File: config.mk
export PLATFORM = sky130hd
export DESIGN_NAME = sorted_list_engine
export DESIGN_NICKNAME = d
export VERILOG_FILES = /design/src/sv/sle_pkg.sv /design/src/sv/sorted_list_engine.sv /design/src/sv/sle_mem.sv
export SDC_FILE = /design/constraint.sdc
export NUM_CORES = 1
export LEC_CHECK = 0
export BUFFER_PORTS_ARGS = -buffer_cell sky130_fd_sc_hd__buf_2
export CORE_MARGIN = 5
export CORE_UTILIZATION = 39
export CTS_BUF_LIST = sky130_fd_sc_hd__clkbuf_4 sky130_fd_sc_hd__clkbuf_8
export DETAILED_ROUTE_END_ITERATION = 10
export GPL_TIMING_DRIVEN = 0
export PLACE_DENSITY = 0.59
export SYNTH_ARGS = -nofsm -noshare
export SYNTH_HDL_FRONTEND = slang
export SYNTH_HIERARCHICAL = 1
export SYNTH_SLANG_ARGS = --single-unit
File: constraint.sdc
create_clock -name clk_i -period 10.2 [get_ports clk_i]
set_clock_uncertainty 0.1 [all_clocks]
set_input_delay 0.51 -clock clk_i [delete_from_list [all_inputs] [get_ports clk_i]]
set_output_delay 0.51 -clock clk_i [all_outputs]
set_load 0.02 [all_outputs]
File: src/sv/sle_pkg.sv
// types and constants of the sorted list engine
package sle_pkg;

  localparam int unsigned DEF_CAPACITY = 16;
  localparam int unsigned VALUE_W      = 32;
  localparam int unsigned COUNT_W      = 5;

  typedef enum logic [1:0] {
    OP_INSERT  = 2'd0,
    OP_REMOVE  = 2'd1,
    OP_REVERSE = 2'd2,
    OP_READ    = 2'd3
  } op_e;

  typedef enum logic [1:0] {
    ST_OK       = 2'd0,
    ST_FULL     = 2'd1,
    ST_NOTFOUND = 2'd2,
    ST_EMPTY    = 2'd3
  } status_e;

  typedef enum logic [2:0] {
    S_IDLE,
    S_INS,
    S_REM,
    S_REV_RB,
    S_REV_WA,
    S_REV_WB,
    S_READ,
    S_RESULT
  } state_e;

  typedef struct packed {
    status_e                     status;
    logic signed [VALUE_W-1:0]   value;
    logic                        last;
    logic [COUNT_W-1:0]          count;
  } result_t;

endpackage

File: src/sv/sorted_list_engine.sv
// sorted list engine top level: sequencer, compare unit and result register
//
//   chan dir  handshake               payload
//   in   sink in_valid_i/in_ready_o   opcode_i, item_value_i
//   out  src  out_valid_o/out_ready_i status_o, entry_value_o, last_of_run_o, entry_count_o
//
// during an insert or remove scan one entry per cycle passes the compare unit and the table's one read port
// insert and remove scan every entry, then report; reverse swaps front and back entries pair by pair
// read out: one entry per cycle while out_ready_i is high
// dropped insert on a full list, or remove or read out on an empty list: result only
// in_ready_o is high only between items; a stalled output holds the sequencer
// reset (rst_ni low, asynchronous) empties the list; the table itself is not cleared
module sorted_list_engine #(
  parameter int unsigned CAPACITY = sle_pkg::DEF_CAPACITY
) (
  input  logic                                clk_i,
  input  logic                                rst_ni,
  input  logic                                in_valid_i,
  output logic                                in_ready_o,
  input  logic [1:0]                          opcode_i,
  input  logic signed [sle_pkg::VALUE_W-1:0]  item_value_i,
  output logic                                out_valid_o,
  input  logic                                out_ready_i,
  output logic [1:0]                          status_o,
  output logic signed [sle_pkg::VALUE_W-1:0]  entry_value_o,
  output logic                                last_of_run_o,
  output logic [sle_pkg::COUNT_W-1:0]         entry_count_o
);

  localparam int unsigned AW = $clog2(CAPACITY);
  localparam int unsigned CW = $clog2(CAPACITY + 1);

  sle_pkg::state_e state_q, state_d;
  logic [CW-1:0]   count_q, count_d;
  logic [CW-1:0]   idx_q, idx_d;
  logic [AW-1:0]   b_q, b_d;
  logic            found_q, found_d;
  logic signed [sle_pkg::VALUE_W-1:0] carry_q, carry_d;
  logic signed [sle_pkg::VALUE_W-1:0] val_q, val_d;
  sle_pkg::status_e status_q, status_d;

  logic             out_valid_q;
  sle_pkg::result_t res_q;
  sle_pkg::result_t emit_res;
  logic             emit;
  logic             slot_free;
  logic             in_accept;

  logic            mem_we;
  logic [AW-1:0]   mem_waddr;
  logic [AW-1:0]   mem_raddr;
  logic signed [sle_pkg::VALUE_W-1:0] mem_wdata;
  logic signed [sle_pkg::VALUE_W-1:0] mem_rdata;

  logic [AW-1:0]   a_cur, a_next, b_next;
  logic            rev_more;
  logic            rd_last;
  logic            scan_end;

  sle_mem #(
    .DEPTH (CAPACITY),
    .AW    (AW)
  ) u_mem (
    .clk_i   (clk_i),
    .we_i    (mem_we),
    .waddr_i (mem_waddr),
    .wdata_i (mem_wdata),
    .raddr_i (mem_raddr),
    .rdata_o (mem_rdata)
  );

  assign in_ready_o = (state_q == sle_pkg::S_IDLE);
  assign in_accept  = in_valid_i && in_ready_o;
  assign slot_free  = !out_valid_q || out_ready_i;

  // reverse walks a from the front and b from the back
  assign a_cur    = idx_q[AW-1:0];
  assign a_next   = a_cur + 1'b1;
  assign b_next   = b_q - 1'b1;
  assign rev_more = (a_next < b_next);
  assign rd_last  = (idx_q == count_q - CW'(1));
  assign scan_end = (idx_q == count_q);

  // next state
  always_comb begin
    state_d = state_q;
    unique case (state_q)
      sle_pkg::S_IDLE: begin
        if (in_valid_i) begin
          unique case (sle_pkg::op_e'(opcode_i))
            sle_pkg::OP_INSERT:
              state_d = (count_q == CW'(CAPACITY)) ? sle_pkg::S_RESULT : sle_pkg::S_INS;
            sle_pkg::OP_REMOVE:
              state_d = (count_q == '0) ? sle_pkg::S_RESULT : sle_pkg::S_REM;
            sle_pkg::OP_REVERSE:
              state_d = (count_q < CW'(2)) ? sle_pkg::S_RESULT : sle_pkg::S_REV_RB;
            sle_pkg::OP_READ:
              state_d = (count_q == '0) ? sle_pkg::S_RESULT : sle_pkg::S_READ;
            default: state_d = sle_pkg::S_IDLE;
          endcase
        end
      end
      sle_pkg::S_INS,
      sle_pkg::S_REM: begin
        if (scan_end) begin
          state_d = sle_pkg::S_RESULT;
        end
      end
      sle_pkg::S_REV_RB: state_d = sle_pkg::S_REV_WA;
      sle_pkg::S_REV_WA: state_d = sle_pkg::S_REV_WB;
      sle_pkg::S_REV_WB: state_d = rev_more ? sle_pkg::S_REV_RB : sle_pkg::S_RESULT;
      sle_pkg::S_READ: begin
        if (slot_free && rd_last) begin
          state_d = sle_pkg::S_IDLE;
        end
      end
      sle_pkg::S_RESULT: begin
        if (slot_free) begin
          state_d = sle_pkg::S_IDLE;
        end
      end
      default: state_d = sle_pkg::S_IDLE;
    endcase
  end

  // datapath and table control
  always_comb begin
    count_d   = count_q;
    idx_d     = idx_q;
    b_d       = b_q;
    found_d   = found_q;
    carry_d   = carry_q;
    val_d     = val_q;
    status_d  = status_q;
    mem_we    = 1'b0;
    mem_waddr = a_cur;
    mem_wdata = carry_q;
    mem_raddr = '0;
    emit      = 1'b0;
    emit_res.status = sle_pkg::ST_OK;
    emit_res.value  = '0;
    emit_res.last   = 1'b1;
    emit_res.count  = sle_pkg::COUNT_W'(count_q);

    unique case (state_q)
      sle_pkg::S_IDLE: begin
        // front entry is read every idle cycle so a scan starts with it
        mem_raddr = '0;
        if (in_accept) begin
          idx_d    = '0;
          found_d  = 1'b0;
          val_d    = item_value_i;
          b_d      = AW'(count_q - CW'(1));
          status_d = sle_pkg::ST_OK;
          unique case (sle_pkg::op_e'(opcode_i))
            sle_pkg::OP_INSERT: begin
              if (count_q == CW'(CAPACITY)) begin
                status_d = sle_pkg::ST_FULL;
              end
            end
            sle_pkg::OP_REMOVE,
            sle_pkg::OP_READ: begin
              if (count_q == '0) begin
                status_d = sle_pkg::ST_EMPTY;
              end
            end
            sle_pkg::OP_REVERSE: status_d = sle_pkg::ST_OK;
            default: status_d = sle_pkg::ST_OK;
          endcase
        end
      end

      sle_pkg::S_INS: begin
        mem_raddr = AW'(idx_q + CW'(1));
        if (scan_end) begin
          mem_we    = 1'b1;
          mem_wdata = found_q ? carry_q : val_q;
          count_d   = count_q + CW'(1);
          status_d  = sle_pkg::ST_OK;
        end else begin
          // entries from the insert point on ripple up by one
          if (found_q) begin
            mem_we    = 1'b1;
            mem_wdata = carry_q;
            carry_d   = mem_rdata;
          end else if (val_q <= mem_rdata) begin
            mem_we    = 1'b1;
            mem_wdata = val_q;
            carry_d   = mem_rdata;
            found_d   = 1'b1;
          end
          idx_d = idx_q + CW'(1);
        end
      end

      sle_pkg::S_REM: begin
        mem_raddr = AW'(idx_q + CW'(1));
        if (scan_end) begin
          if (found_q) begin
            count_d  = count_q - CW'(1);
            status_d = sle_pkg::ST_OK;
          end else begin
            status_d = sle_pkg::ST_NOTFOUND;
          end
        end else begin
          // after the match every entry moves down by one
          if (found_q) begin
            mem_we    = 1'b1;
            mem_waddr = AW'(idx_q - CW'(1));
            mem_wdata = mem_rdata;
          end else if (mem_rdata == val_q) begin
            found_d = 1'b1;
          end
          idx_d = idx_q + CW'(1);
        end
      end

      sle_pkg::S_REV_RB: begin
        mem_raddr = b_q;
        carry_d   = mem_rdata;
      end

      sle_pkg::S_REV_WA: begin
        mem_raddr = b_q;
        mem_we    = 1'b1;
        mem_waddr = a_cur;
        mem_wdata = mem_rdata;
      end

      sle_pkg::S_REV_WB: begin
        mem_raddr = a_next;
        mem_we    = 1'b1;
        mem_waddr = b_q;
        mem_wdata = carry_q;
        idx_d     = idx_q + CW'(1);
        b_d       = b_next;
      end

      sle_pkg::S_READ: begin
        emit            = 1'b1;
        emit_res.status = sle_pkg::ST_OK;
        emit_res.value  = mem_rdata;
        emit_res.last   = rd_last;
        // read address moves on only when the current entry leaves
        if (slot_free) begin
          mem_raddr = AW'(idx_q + CW'(1));
          idx_d     = idx_q + CW'(1);
        end else begin
          mem_raddr = a_cur;
        end
      end

      sle_pkg::S_RESULT: begin
        emit            = 1'b1;
        emit_res.status = status_q;
      end

      default: begin
        emit = 1'b0;
      end
    endcase
  end

  always_ff @(posedge clk_i or negedge rst_ni) begin
    if (!rst_ni) begin
      state_q     <= sle_pkg::S_IDLE;
      count_q     <= '0;
      out_valid_q <= 1'b0;
    end else begin
      state_q <= state_d;
      count_q <= count_d;
      if (emit && slot_free) begin
        out_valid_q <= 1'b1;
      end else if (out_ready_i) begin
        out_valid_q <= 1'b0;
      end
    end
  end

  always_ff @(posedge clk_i) begin
    idx_q    <= idx_d;
    b_q      <= b_d;
    found_q  <= found_d;
    carry_q  <= carry_d;
    val_q    <= val_d;
    status_q <= status_d;
    if (emit && slot_free) begin
      res_q <= emit_res;
    end
  end

  assign out_valid_o   = out_valid_q;
  assign status_o      = res_q.status;
  assign entry_value_o = res_q.value;
  assign last_of_run_o = res_q.last;
  assign entry_count_o = res_q.count;

endmodule

File: src/sv/sle_mem.sv
// entry table: one write port, one read port with registered read data
module sle_mem #(
  parameter int unsigned DEPTH = sle_pkg::DEF_CAPACITY,
  parameter int unsigned AW    = $clog2(DEPTH)
) (
  input  logic                                clk_i,
  input  logic                                we_i,
  input  logic [AW-1:0]                       waddr_i,
  input  logic signed [sle_pkg::VALUE_W-1:0]  wdata_i,
  input  logic [AW-1:0]                       raddr_i,
  output logic signed [sle_pkg::VALUE_W-1:0]  rdata_o
);

  logic signed [sle_pkg::VALUE_W-1:0] mem [DEPTH];
  logic signed [sle_pkg::VALUE_W-1:0] rdata_q;

  always_ff @(posedge clk_i) begin
    if (we_i) begin
      mem[waddr_i] <= wdata_i;
    end
    rdata_q <= mem[raddr_i];
  end

  assign rdata_o = rdata_q;

endmodule

==> results.yml <==
worst_setup_path:
  critPathArrivalTime_ps: 6370
  end_kind: "flip-flop"
  slowest_delay_ps: 1060
  cp_max_fo: 10
  cp_top_family: "simple AND/OR/NAND/NOR gates"
  crit_chain: "inv_1 > ha_1 > nand4_1 > nor4_1 > and3_1 > nor2_1 > and4_1 > o311ai_0 > nand3_1 > nor3_2 > buf_6 > buf_6"
  critical_path_class: "flip-flop to flip-flop"
  path_common_cell: "buf_6"
  worstPathRequired_ps: 10500
  cp_slowest_cell: "o311ai_0"
  crit_path_start_kind: "flip-flop"
  critPathBufInv: 3
sta:
  fmax_mhz: 164.7
  fin_crit_sh: 0.5953
  setup_viol: 0
  rsz0062_at_grt: "false"
  maxSlewHeadroom: 0.1032
  period_minus_slack_ps: 6072
  worst_slew_pin_slew_ps: 1328
  setup_tns_ps: 0
  hold_violations: 0
  maxSlewViolCount: 0
outcome:
  run_status: "complete, no violations"
yosys:
  ys_async_sr_fraction: 0.01345
  synth_top_family_by_area: "multiplexers"
  synthXorXnorAreaFrac: 0.007258
  synthFlopType: "edfxtp_1"
  synth.net_count: 1685
  muxShareOfSynthArea: 0.1049
  synth_commonest_cells: "edfxtp_1, mux4_2, nand2_1"
  synthSimpleGateAreaFrac: 0.06113
  synth_compound_area_frac: 0.07290
  synth_top_area_frac: 0.6795
  yosys.area.top_type: "edfxtp_1"
  synth.most_common_cell: "edfxtp_1"
  synth.avg_cell_area_sq_um: 17.27
  ys_types: 67
  synth-seq-cells: 669
  yosysSeqAreaShare: 0.7107
  syn_inst: 1607
  synth-edff-count: 628
  synth_warnings: 6
  synth_area_leaders: "edfxtp_1, mux4_2, dfxtp_1"
  syn_area_sq_um: 27750
  synthAdderAreaFrac: 0.01803
detailed_routing:
  wirelength_microns: 70110
  vias: 16038
  dr.pass1.iters: 8
  post_drt_wl_per_cell_microns: 24.29
  ant_nets: 0
  post-route-drc-count: 0
  via_per_inst: 5.557
  drt_iter0_markers: 1335
die:
  start_util: 0.3950
  fp.dieH_microns: 276.8
  dieArea_sq_um: 76600
  fp.dieW_microns: 276.8
  coreArea_sq_um: 70270
  std_cell_rows: 97
  ios: 80
clocking:
  cts_resized: 0
  cts-root-buf: "clkbuf_8"
  cts_tree: "yes"
  clkSinkCount: 669
  post_cts_buffers: 0
  hold_buffers: 35
  path_clk_slew_ps: 60
  clk_latency_ps: 720
  cts_inserted_buffers: 105
  htreeDepth: 3
  clockBufferDepth: 3
hold_path:
  hp-class: "primary input to asynchronous set/reset pin"
grt:
  grt_max_degree: 34
  overflow: 0
  grt_use_total: 0.1792
  antenna_found_initial: 3
  grt_pass1_vias: 16591
  grt_pass1_wl_microns: 105100
placement:
  port_buffers: 79
  dpl.hpwl_microns: 48560
  placed_cells: 2656
  gp_congestion: 0.9011
job:
  cap_violations: 0
final_layout:
  final_cells: 2886
  fill_cells: 5958
  areaGrowthSynthToFinish_pct: 17.16
  drive_gt1_frac: 0.2757
  nets: 1938
[stage by stage]
stage / util / area, sq um / setup WS, ps / hold slack, ps
after floorplan: - / 27750 / 4607 / 114.4
after global placement: 0.4173 / 29330 / 791.0 / 271.7
after detailed placement: 0.4271 / 30010 / 4315 / 281.9
after CTS: 0.4625 / 32500 / 4276 / 19.02
after global routing: 0.4627 / 32510 / 4106 / 86.68
final: 0.4627 / 32520 / 4128 / 81.69
[layout make-up]
type / count / area, sq um / area share
Buffer: 103 / 508.0 / 0.01562
Antenna cell: 2 / 5.005 / 0.0001539
Clock inverter: 43 / 350.3 / 0.01077
Sequential cell: 669 / 19720 / 0.6066
Tap cell: 940 / 1176 / 0.03617
Inverter: 50 / 187.7 / 0.005772
Clock buffer: 148 / 1787 / 0.05495
Multi-Input combinational cell: 785 / 7486 / 0.2302
Timing Repair Buffer: 146 / 1294 / 0.03979
[worst paths after layout]
check	cells past startpoint	slack (ps)	startpoint	to
min reg2reg	0	350	count_q[3]$_DFFE_PN0P_	entry_count_o[3]$_DFFE_PP_
max	12	4130	u_mem/rdata_o[14]$_DFF_P_	u_mem/mem[12][11]$_DFFE_PP_
max reg2reg	12	4130	u_mem/rdata_o[14]$_DFF_P_	u_mem/mem[12][11]$_DFFE_PP_
min in group clk_i	4	140	opcode_i[1]	state_q[2]$_DFFE_PN0P_
min	2	80	rst_ni	count_q[2]$_DFFE_PN0P_
max in group asynchronous	2	9710	rst_ni	count_q[0]$_DFFE_PN0P_
[state kept, by name, summed over array words and instances (netlist names)]
register / count
u_mem/mem: 512
carry_q: 32
entry_value_o: 32
u_mem/rdata_o: 32
val_q: 32
count_q: 5
entry_count_o: 5
idx_q: 5
b_q: 4
state_q: 3
status_o: 2
status_q: 2
found_q: 1
last_of_run_o: 1
out_valid_o: 1
[placed cells by master (no fill, tap or decap), types with 19 or more instances in the layout]
master and instances:
edfxtp_1 628, mux4_2 128, clkbuf_8 108, buf_2 107, nand2_1 100, a22oi_1 71, nor2_1 55, inv_1 49
clkbuf_1 45, clkbuf_4 41, and3_1 40, ha_1 40, a21oi_1 35, dlygate4sd3_1 35, dfxtp_1 32, nor4_1 28
o22ai_1 28, a211oi_2 24, o21ai_0 22, a32oi_1 22, clkinv_1 21, nand3_2 21, nand3_1 19
[per-layer routing]
metal | up-vias | track usage | part of all wire | wire length (microns)
met4 | 0 | 0.05556 | 0.023 | 1597
met2 | 558 | 0.3108 | 0.50 | 35380
met1 | 8330 | 0.2313 | 0.41 | 29050
met3 | 111 | 0.03237 | 0.058 | 4086
li1 | 7039 | - | - | -
met5 | - | 0 | 0 | 0
[logic make-up after synthesis]
kind of cell               Yosys count
AOI/OAI and AO/OA                  265
xor gates and xnor gates            23
adders and majority gates           40
buffers and inverters              153
DFF                                669
muxes                              131
and+or+nand+nor                    326
Power is left out: the tool's default activity adds up to more than one toggle a clock period on the data nets, which glitch-free logic cannot reach.
